**src/sv/lfu_cache_table_macros.svh**
```systemverilog
// assertion macros for the lfu cache table
// used by the top level only, no other dependencies
`ifndef LFU_CACHE_TABLE_MACROS_SVH
`define LFU_CACHE_TABLE_MACROS_SVH
// same-cycle implication, checked out of reset
`define LFU_ASSERT_NOW(label, ante, cons, msg) \
   label: assert property (@(posedge clock) disable iff (reset) (ante) |-> (cons)) \
      else $error(msg);
// next-cycle implication, checked out of reset
`define LFU_ASSERT_NEXT(label, ante, cons, msg) \
   label: assert property (@(posedge clock) disable iff (reset) (ante) |=> (cons)) \
      else $error(msg);
`endif

```
**src/sv/lfu_pkg.sv**
```systemverilog
// shared types and constants for the lfu cache table
// no dependencies
package lfu_pkg;
   localparam logic [31:0] MISS_VALUE = 32'hFFFF_FFFF;
   localparam logic        OP_GET     = 1'b0;
   localparam logic        OP_PUT     = 1'b1;
   localparam logic [4:0]  CAP_RESET  = 5'd16;

   typedef struct packed {
      logic               req_type;
      logic signed [31:0] req_key;
      logic signed [31:0] req_value;
   } req_beat_type;

   typedef struct packed {
      logic               key_found;
      logic signed [31:0] read_value;
   } rsp_beat_type;

   // entry contents apart from the use count
   typedef struct packed {
      logic        valid;
      logic [31:0] key;
      logic [31:0] value;
      logic [31:0] stamp;
   } entry_body_type;

   typedef enum logic [1:0] {
      ST_IDLE,
      ST_SCAN,
      ST_APPLY,
      ST_HOLD
   } state_type;
endpackage

```
**src/sv/lfu_cell.sv**
```systemverilog
// one cache entry cell of the rotating ring
// depends on lfu_pkg
module lfu_cell import lfu_pkg::*; #(
   parameter int COUNT_WIDTH = 16
) (
   input  logic                   clock,
   input  logic                   reset,
   input  logic                   shift_en,
   input  entry_body_type         in_body,
   input  logic [COUNT_WIDTH-1:0] in_count,
   input  logic [31:0]            search_key,
   output entry_body_type         body_ff,
   output logic [COUNT_WIDTH-1:0] count_ff,
   output logic                   match
);
   // take the neighbour's entry on every shift, valid cleared by reset
   always_ff @(posedge clock) begin
      if (reset) begin
         body_ff.valid <= 1'b0;
      end else if (shift_en) begin
         body_ff <= in_body;
      end
      if (shift_en) begin
         count_ff <= in_count;
      end
   end

   // key compare on the held entry
   assign match = body_ff.valid && (body_ff.key == search_key);
endmodule

```
**src/sv/lfu_cache_table.sv**
```systemverilog
// lfu cache table: a ring of CAPACITY entry cells rotates one slot per cycle past the
// head cell while a scan or write-back pass runs. Each accepted request beat goes through
// a scan pass over the ring that finds the key, the first free slot and the
// least-frequently/least-recently used victim, a second pass that writes the chosen
// entry back, a hand-off state that passes the result to the output register and an
// idle state that takes the next request. While the previous result beat has not been
// taken the hand-off state repeats, and the input waits with it. One request is worked
// on at a time.
// depends on lfu_pkg, lfu_cell and lfu_cache_table_macros.svh
`include "lfu_cache_table_macros.svh"
module lfu_cache_table import lfu_pkg::*; #(
   parameter int CAPACITY    = 16,
   parameter int COUNT_WIDTH = 16
) (
   input  logic         clock,
   input  logic         reset,
   input  logic         req_valid,
   output logic         req_ready,
   input  req_beat_type req_data,
   output logic         rsp_valid,
   input  logic         rsp_ready,
   output rsp_beat_type rsp_data,
   input  logic         csr_we,
   input  logic [4:0]   csr_wdata
);
   localparam int IW   = (CAPACITY > 1) ? $clog2(CAPACITY) : 1;
   localparam int OW   = $clog2(CAPACITY + 1);
   localparam int CAPW = (OW > 5) ? OW : 5;
   localparam logic [IW-1:0] LAST_STEP = IW'(CAPACITY - 1);

   state_type state_ff, state_in;
   logic [IW-1:0] step_ff;
   logic [4:0] cap_ff;
   logic [OW-1:0] occ_ff;
   logic [31:0] clock_ff;
   req_beat_type req_ff;
   logic rsp_valid_ff;
   rsp_beat_type rsp_ff;

   // scan trackers
   logic hit_ff, have_v_ff, free_ff;
   logic [IW-1:0] hit_slot_ff, vic_slot_ff, free_slot_ff;
   logic [31:0] hit_value_ff, vic_age_ff;
   logic [COUNT_WIDTH-1:0] vic_count_ff;

   // ring of cells
   entry_body_type cell_body [CAPACITY];
   logic [COUNT_WIDTH-1:0] cell_count [CAPACITY];
   logic cell_match [CAPACITY];
   entry_body_type ring_body;
   logic [COUNT_WIDTH-1:0] ring_count;
   logic shift_en;

   assign shift_en = (state_ff == ST_SCAN) || (state_ff == ST_APPLY);

   for (genvar i = 0; i < CAPACITY; i++) begin : g_cell
      entry_body_type nb;
      logic [COUNT_WIDTH-1:0] nc;
      if (i == CAPACITY - 1) begin : g_tail
         assign nb = ring_body;
         assign nc = ring_count;
      end else begin : g_mid
         assign nb = cell_body[i+1];
         assign nc = cell_count[i+1];
      end
      lfu_cell #(.COUNT_WIDTH(COUNT_WIDTH)) u_cell (
         .clock      (clock),
         .reset      (reset),
         .shift_en   (shift_en),
         .in_body    (nb),
         .in_count   (nc),
         .search_key (req_ff.req_key),
         .body_ff    (cell_body[i]),
         .count_ff   (cell_count[i]),
         .match      (cell_match[i])
      );
   end

   // head cell view
   logic [31:0] head_age;
   logic head_better;
   assign head_age = clock_ff - cell_body[0].stamp;
   assign head_better = !have_v_ff || (cell_count[0] < vic_count_ff) ||
                        ((cell_count[0] == vic_count_ff) && (head_age > vic_age_ff));

   // decision after the scan
   logic [CAPW-1:0] cap_ext, cap_eff, occ_ext;
   logic is_put, cap_on, do_write, do_insert, do_grow;
   logic [IW-1:0] tgt_slot;
   assign cap_ext   = CAPW'(cap_ff);
   assign cap_eff   = (cap_ext > CAPW'(CAPACITY)) ? CAPW'(CAPACITY) : cap_ext;
   assign occ_ext   = CAPW'(occ_ff);
   assign is_put    = (req_ff.req_type == OP_PUT);
   assign cap_on    = (cap_eff != '0);
   assign do_insert = is_put && cap_on && !hit_ff;
   assign do_grow   = do_insert && (occ_ext < cap_eff);
   assign do_write  = hit_ff ? (!is_put || cap_on) : do_insert;
   assign tgt_slot  = hit_ff ? hit_slot_ff : (do_grow ? free_slot_ff : vic_slot_ff);

   // entry going back into the tail cell
   always_comb begin
      ring_body  = cell_body[0];
      ring_count = cell_count[0];
      if (state_ff == ST_APPLY && do_write && step_ff == tgt_slot) begin
         ring_body.stamp = clock_ff + 32'd1;
         if (do_insert) begin
            ring_body.valid = 1'b1;
            ring_body.key   = req_ff.req_key;
            ring_body.value = req_ff.req_value;
            ring_count      = COUNT_WIDTH'(1);
         end else begin
            if (is_put) begin
               ring_body.value = req_ff.req_value;
            end
            if (!(&cell_count[0])) begin
               ring_count = cell_count[0] + COUNT_WIDTH'(1);
            end
         end
      end
   end

   // next state
   always_comb begin
      state_in = state_ff;
      unique case (state_ff)
         ST_IDLE: begin
            if (req_valid) state_in = ST_SCAN;
         end
         ST_SCAN: begin
            if (step_ff == LAST_STEP) state_in = ST_APPLY;
         end
         ST_APPLY: begin
            if (step_ff == LAST_STEP) state_in = ST_HOLD;
         end
         ST_HOLD: begin
            if (!rsp_valid_ff || rsp_ready) state_in = ST_IDLE;
         end
         default: state_in = ST_IDLE;
      endcase
   end

   always_ff @(posedge clock) begin
      if (reset) begin
         state_ff <= ST_IDLE;
      end else begin
         state_ff <= state_in;
      end
   end

   // step counter, capacity register, occupancy and touch clock
   always_ff @(posedge clock) begin
      if (reset) begin
         step_ff  <= '0;
         cap_ff   <= CAP_RESET;
         occ_ff   <= '0;
         clock_ff <= '0;
      end else begin
         if (csr_we) cap_ff <= csr_wdata;
         if (shift_en) begin
            step_ff <= (step_ff == LAST_STEP) ? '0 : step_ff + IW'(1);
         end
         if (state_ff == ST_APPLY && step_ff == LAST_STEP) begin
            if (do_write) clock_ff <= clock_ff + 32'd1;
            if (do_grow) occ_ff <= occ_ff + OW'(1);
         end
      end
   end

   // request capture and scan trackers
   always_ff @(posedge clock) begin
      if (req_valid && req_ready) begin
         req_ff    <= req_data;
         hit_ff    <= 1'b0;
         have_v_ff <= 1'b0;
         free_ff   <= 1'b0;
      end else if (state_ff == ST_SCAN) begin
         if (cell_match[0] && !hit_ff) begin
            hit_ff       <= 1'b1;
            hit_slot_ff  <= step_ff;
            hit_value_ff <= cell_body[0].value;
         end
         if (!cell_body[0].valid && !free_ff) begin
            free_ff      <= 1'b1;
            free_slot_ff <= step_ff;
         end
         if (cell_body[0].valid && head_better) begin
            have_v_ff    <= 1'b1;
            vic_slot_ff  <= step_ff;
            vic_count_ff <= cell_count[0];
            vic_age_ff   <= head_age;
         end
      end
   end

   // result register
   always_ff @(posedge clock) begin
      if (reset) begin
         rsp_valid_ff <= 1'b0;
      end else if (state_ff == ST_HOLD && (!rsp_valid_ff || rsp_ready)) begin
         rsp_valid_ff <= 1'b1;
      end else if (rsp_ready) begin
         rsp_valid_ff <= 1'b0;
      end
      if (state_ff == ST_HOLD && (!rsp_valid_ff || rsp_ready)) begin
         rsp_ff.key_found  <= hit_ff;
         rsp_ff.read_value <= (hit_ff && !is_put) ? hit_value_ff : MISS_VALUE;
      end
   end

   assign req_ready = (state_ff == ST_IDLE);
   assign rsp_valid = rsp_valid_ff;
   assign rsp_data  = rsp_ff;

   `LFU_ASSERT_NOW(a_occ_bound, 1'b1, occ_ff <= OW'(CAPACITY), "occupancy beyond capacity")
   `LFU_ASSERT_NEXT(a_scan_start, req_valid && req_ready, step_ff == '0 && state_ff == ST_SCAN, "scan start")
   `LFU_ASSERT_NOW(a_rsp_from_hold, $rose(rsp_valid_ff), $past(state_ff) == ST_HOLD, "result outside hold")
endmodule

```
**config.mk**
```make
export PLATFORM = sky130hd
export DESIGN_NAME = lfu_cache_table
export DESIGN_NICKNAME = d
export VERILOG_FILES = /design/src/sv/lfu_pkg.sv /design/src/sv/lfu_cell.sv /design/src/sv/lfu_cache_table.sv
export VERILOG_INCLUDE_DIRS = /design/src /design/src/sv
export SDC_FILE = /design/constraint.sdc
export NUM_CORES = 2
export LEC_CHECK = 0
export ABC_AREA = 0
export ABC_CLOCK_PERIOD_IN_PS = 139600
export BUFFER_PORTS_ARGS = -buffer_cell sky130_fd_sc_hd__buf_2
export CORE_ASPECT_RATIO = 1.25
export CORE_MARGIN = 2
export CORE_UTILIZATION = 25
export CTS_CLUSTER_DIAMETER = 150
export DETAILED_ROUTE_END_ITERATION = 16
export PLACE_DENSITY = 0.38
export SKIP_CTS_REPAIR_TIMING = 1
export SYNTH_ARGS = -nofsm -noshare
export SYNTH_HDL_FRONTEND = slang
export SYNTH_SLANG_ARGS = --single-unit
```
**constraint.sdc**
```tcl
create_clock -name clock -period 139.6 [get_ports clock]
set_input_delay 13.96 -clock clock [delete_from_list [all_inputs] [get_ports clock]]
set_output_delay 13.96 -clock clock [all_outputs]
set_load 0.02 [all_outputs]
```
==> flow_summary.yaml <==
outcome:
  run_status: "complete, no violations"
cts:
  root_buffer: "sky130_fd_sc_hd__clkbuf_16"
  tritoncts: "done"
  cts_buffer_depth: 4
  clk_pin_slew_worst_paths_ns: 0.07
  cts_inserted_buffers: 203
  cts_sinks: 2050
  clock_tree.htree_level_count: 4
  worst_skew_pair.late_latency_ns: 0.83
yosys:
  post_synth_num_cell_types: 60
  synth.yosys.seq_area_share_pct: 89.5
  number_of_synthesized_flops_with_an_enable_pin: 1982
  warning_count_from_the_yosys_run: 0
  post-synth-top-area-fraction_pct: 87.5
  synth_area_per_cell_um2: 21.7
  ys_async_sr_fraction_pct: 0
  synth_flop_cell: "sky130_fd_sc_hd__edfxtp_1"
  post_synth_instance_area_um2: 68000
  synth_top_cell_by_area: "sky130_fd_sc_hd__edfxtp_1"
  synthesis.instances: 3140
  postSynthRegisterBits: 2050
  mappedNetlistNets: 3308
  synth.area.top_cells: "sky130_fd_sc_hd__edfxtp_1, sky130_fd_sc_hd__dfxtp_1, sky130_fd_sc_hd__ha_1"
finish:
  finalNonFillerCells: 7164
  fin_area_um2: 79800
  final_core_utilization_pct: 29.4
  share_of_layout_cells_above_drive_strength_1_pct: 14.3
  syn2layout_area_growth_pct: 17.4
  nets: 3608
routing:
  antenna_left: 0
  first_iter_violations: 2250
  num_vias: 27200
  drt-total-wl_um: 110000
  wl_per_cell_um: 15.4
  detail_route.first_pass.iterations: 4
  via_per_inst: 3.80
  drc: 0
sta:
  top_achievable_clock_speed_ghz: 0.0552
  max_slew.worst_pin.slew_ns: 1.14
  minimum_setup_slack_in_the_final_design_ns: 121.48
  finalHoldViolations: 0
  final.hold.worst_slack_ns: 0.402
  timing.final.setup_violations: 0
  clock-skew-final_ns: 0.0361
  layout_worst_path_cycle_share_pct: 13.0
  timing.final.max_slew_violations: 0
  slew_headroom_pct: 23.8
  timing.final.crit_period_ns: 18.12
  grt_setup_unrepaired: "no"
  fin_setup_tns_ns: 0
run:
  number_of_max_cap_violations: 0
worst_hold_path:
  depth_of_the_worst_hold_timing_path: 0
  worstHoldEndpoint: "g_cell[0].u_cell.body_ff[10]$_DFFE_PP_"
  hold_start: "g_cell[1].u_cell.body_ff[10]$_DFFE_PP_"
  hp-class: "flop to flop"
die:
  die-height_um: 587
  area_of_the_die_um2: 276000
  initial_utilization_pct: 25.1
  core_area_um2: 271000
  die_width_um: 471
  fp-row-count: 214
  boundaryPins: 110
global_route:
  grt_usage_pct: 7.85
  grt.overflow.total: 0
  antenna_found_initial: 6
  grt_first_pass_wirelength_um: 171000
  first_global_vias: 27800
  grt_max_degree: 201
critical_path:
  timing.reg2reg.worst_path_depth: 20
  worst-endpoint-required_ns: 140.03
  cp_slowest_cell: "sky130_fd_sc_hd__buf_4"
  r2r_slack_ns: 133.11
  max_fanout_on_critical_path: 192
  cp-end-kind: "flop"
  timing.critical_path.arrival_ns: 18.55
  crit-reg2reg-capture: "vic_age_ff[8]$_DFFE_PP_"
  critical_path.max_stage_delay_ns: 0.96
  r2r_start: "g_cell[0].u_cell.body_ff[2]$_DFFE_PP_"
  timing.critical_path.from_type: "input pin"
  crit_path_start: "reset"
  critPathKind: "input pin to flop"
  worstPathCellList: "buf_2 > nor2b_4 > buf_12 > buf_4 > buf_12 > buf_4"
power:
  fin_total_pwr_mw: 1.74
  combinationalPowerShare_pct: 9.6
  pwr_density_cell_nw_per_um2: 21.8
  internal_power_mw: 1.31
  net-switching-power_mw: 0.423
  switching_share_pct: 24.3
  power_frac_clock_pct: 32.0
  p_seq_share_pct: 58.5
  power.ir.vdd_worst_v: 0.0000186
  power.leakage_nw: 25.6
placed_design:
  sum_of_net_half_perimeters_after_detailed_placement_um: 58100
  globalplace.congestion: 0.700
  worst_slack_at_placement_ns: 120.54
  portBuffers: 109
  postPlaceCellArea_um2: 73200
  placed_cells: 6799
==> worst max-delay path, delay by kind of cell <==
family / cells / cell delay [ns]
and+or+nand+nor: 1 / 0.74
buffers and inverters: 5 / 3.34
==> synthesized netlist by cell type (all sizes together), types with 22 or more instances <==
library cell and count:
xor2 46, nor2 114, xnor2 67, or3 46
nand3 31, inv 107, dfxtp 68, edfxtp 1982
o21ai 77, mux2i 22, ha 92, a21oi 74
nand4 29, nand2 109, clkbuf 33, mux2 67
==> worst max path at each step <==
stage	endpoint	cells past startpoint
4_1_cts	g_cell[1].u_cell.body_ff[69]$_DFFE_PP_	6
3_5_place_dp	g_cell[1].u_cell.body_ff[69]$_DFFE_PP_	6
5_1_grt	g_cell[2].u_cell.body_ff[91]$_DFFE_PP_	6
6_report	g_cell[1].u_cell.body_ff[86]$_DFFE_PP_	6
3_3_place_gp	g_cell[1].u_cell.body_ff[69]$_DFFE_PP_	6
2_1_floorplan	g_cell[0].u_cell.body_ff[0]$_DFFE_PP_	2
==> area by class of cell <==
cell class / instances / area (µm²)
Multi-Input combinational cell: 938 / 6600
Fill cell: 26400 / 191000
Inverter: 107 / 402
Sequential cell: 2050 / 60900
Clock buffer: 242 / 5320
Tap cell: 3564 / 4460
Antenna cell: 2 / 5.00
Clock inverter: 121 / 1330
Timing Repair Buffer: 140 / 841
==> layer usage <==
metal	wire [µm]	track usage (%)
met1	54000	11.2
met2	48200	11.5
met3	4390	1.74
met4	3880	3.13
met5	0	0
==> power groups by stage <==
stage	Sequential, mW	Combinational, mW	Clock (mW)
6_report	1.02	0.166	0.555
5_1_grt	1.04	0.188	0.600
4_1_cts	1.02	0.173	0.581
3_5_place_dp	1.03	0.174	0
3_3_place_gp	1.03	0.169	0
2_1_floorplan	1.46	0.113	0
==> sequential cells by signal, indices dropped and copies added, names as in the netlist, 2 cells and up <==
name and cells:
free_slot_ff 4, cap_ext 5, req_ff 64, g_cell.u_cell.body_ff 1552, vic_count_ff 16, occ_ext 5
vic_slot_ff 4, state_ff 2, step_ff 4, hit_value_ff 32, clock_ff 32, hit_slot_ff 4
g_cell.u_cell.count_ff 256, vic_age_ff 32, rsp_data 33
==> cell families after synthesis <==
logic type      count (synthesis)  share of synthesized area [%]
flops                        2050                           89.5
simple gates                  407                           2.89
compound gates                236                           2.12
buf+inv                       152                          0.863
xor+xnor                      113                           1.46
fa+ha+maj                      93                           1.72
mux                            89                           1.43
==> cells in the final DEF, fill, tap and decap left out, drive strengths merged, types with 3 or more instances in the layout <==
cell,netlist,routed
ha,92,92
nor2b,16,16
nor3b,3,3
nor2,114,114
edfxtp,1982,1982
xnor2,67,67
o211ai,10,10
nand2b,10,10
mux2i,22,22
clkinv,0,77
clkbuf,33,242
mux2,67,67
o31ai,8,8
a21oi,74,74
nand4,29,29
a2111oi,3,3
nand3,31,31
nand2,109,109
clkinvlp,0,12
buf,12,140
a21o,9,9
or3,46,46
and3,9,9
o21ai,77,77
nor3,16,16
inv,107,111
bufinv,0,28
o21bai,3,3
xor2,46,46
o21a,21,21
nor4,9,9
dfxtp,68,68
a211oi,5,5
o311ai,3,3
and2,7,7
Power figures use the tool's default switching activity.
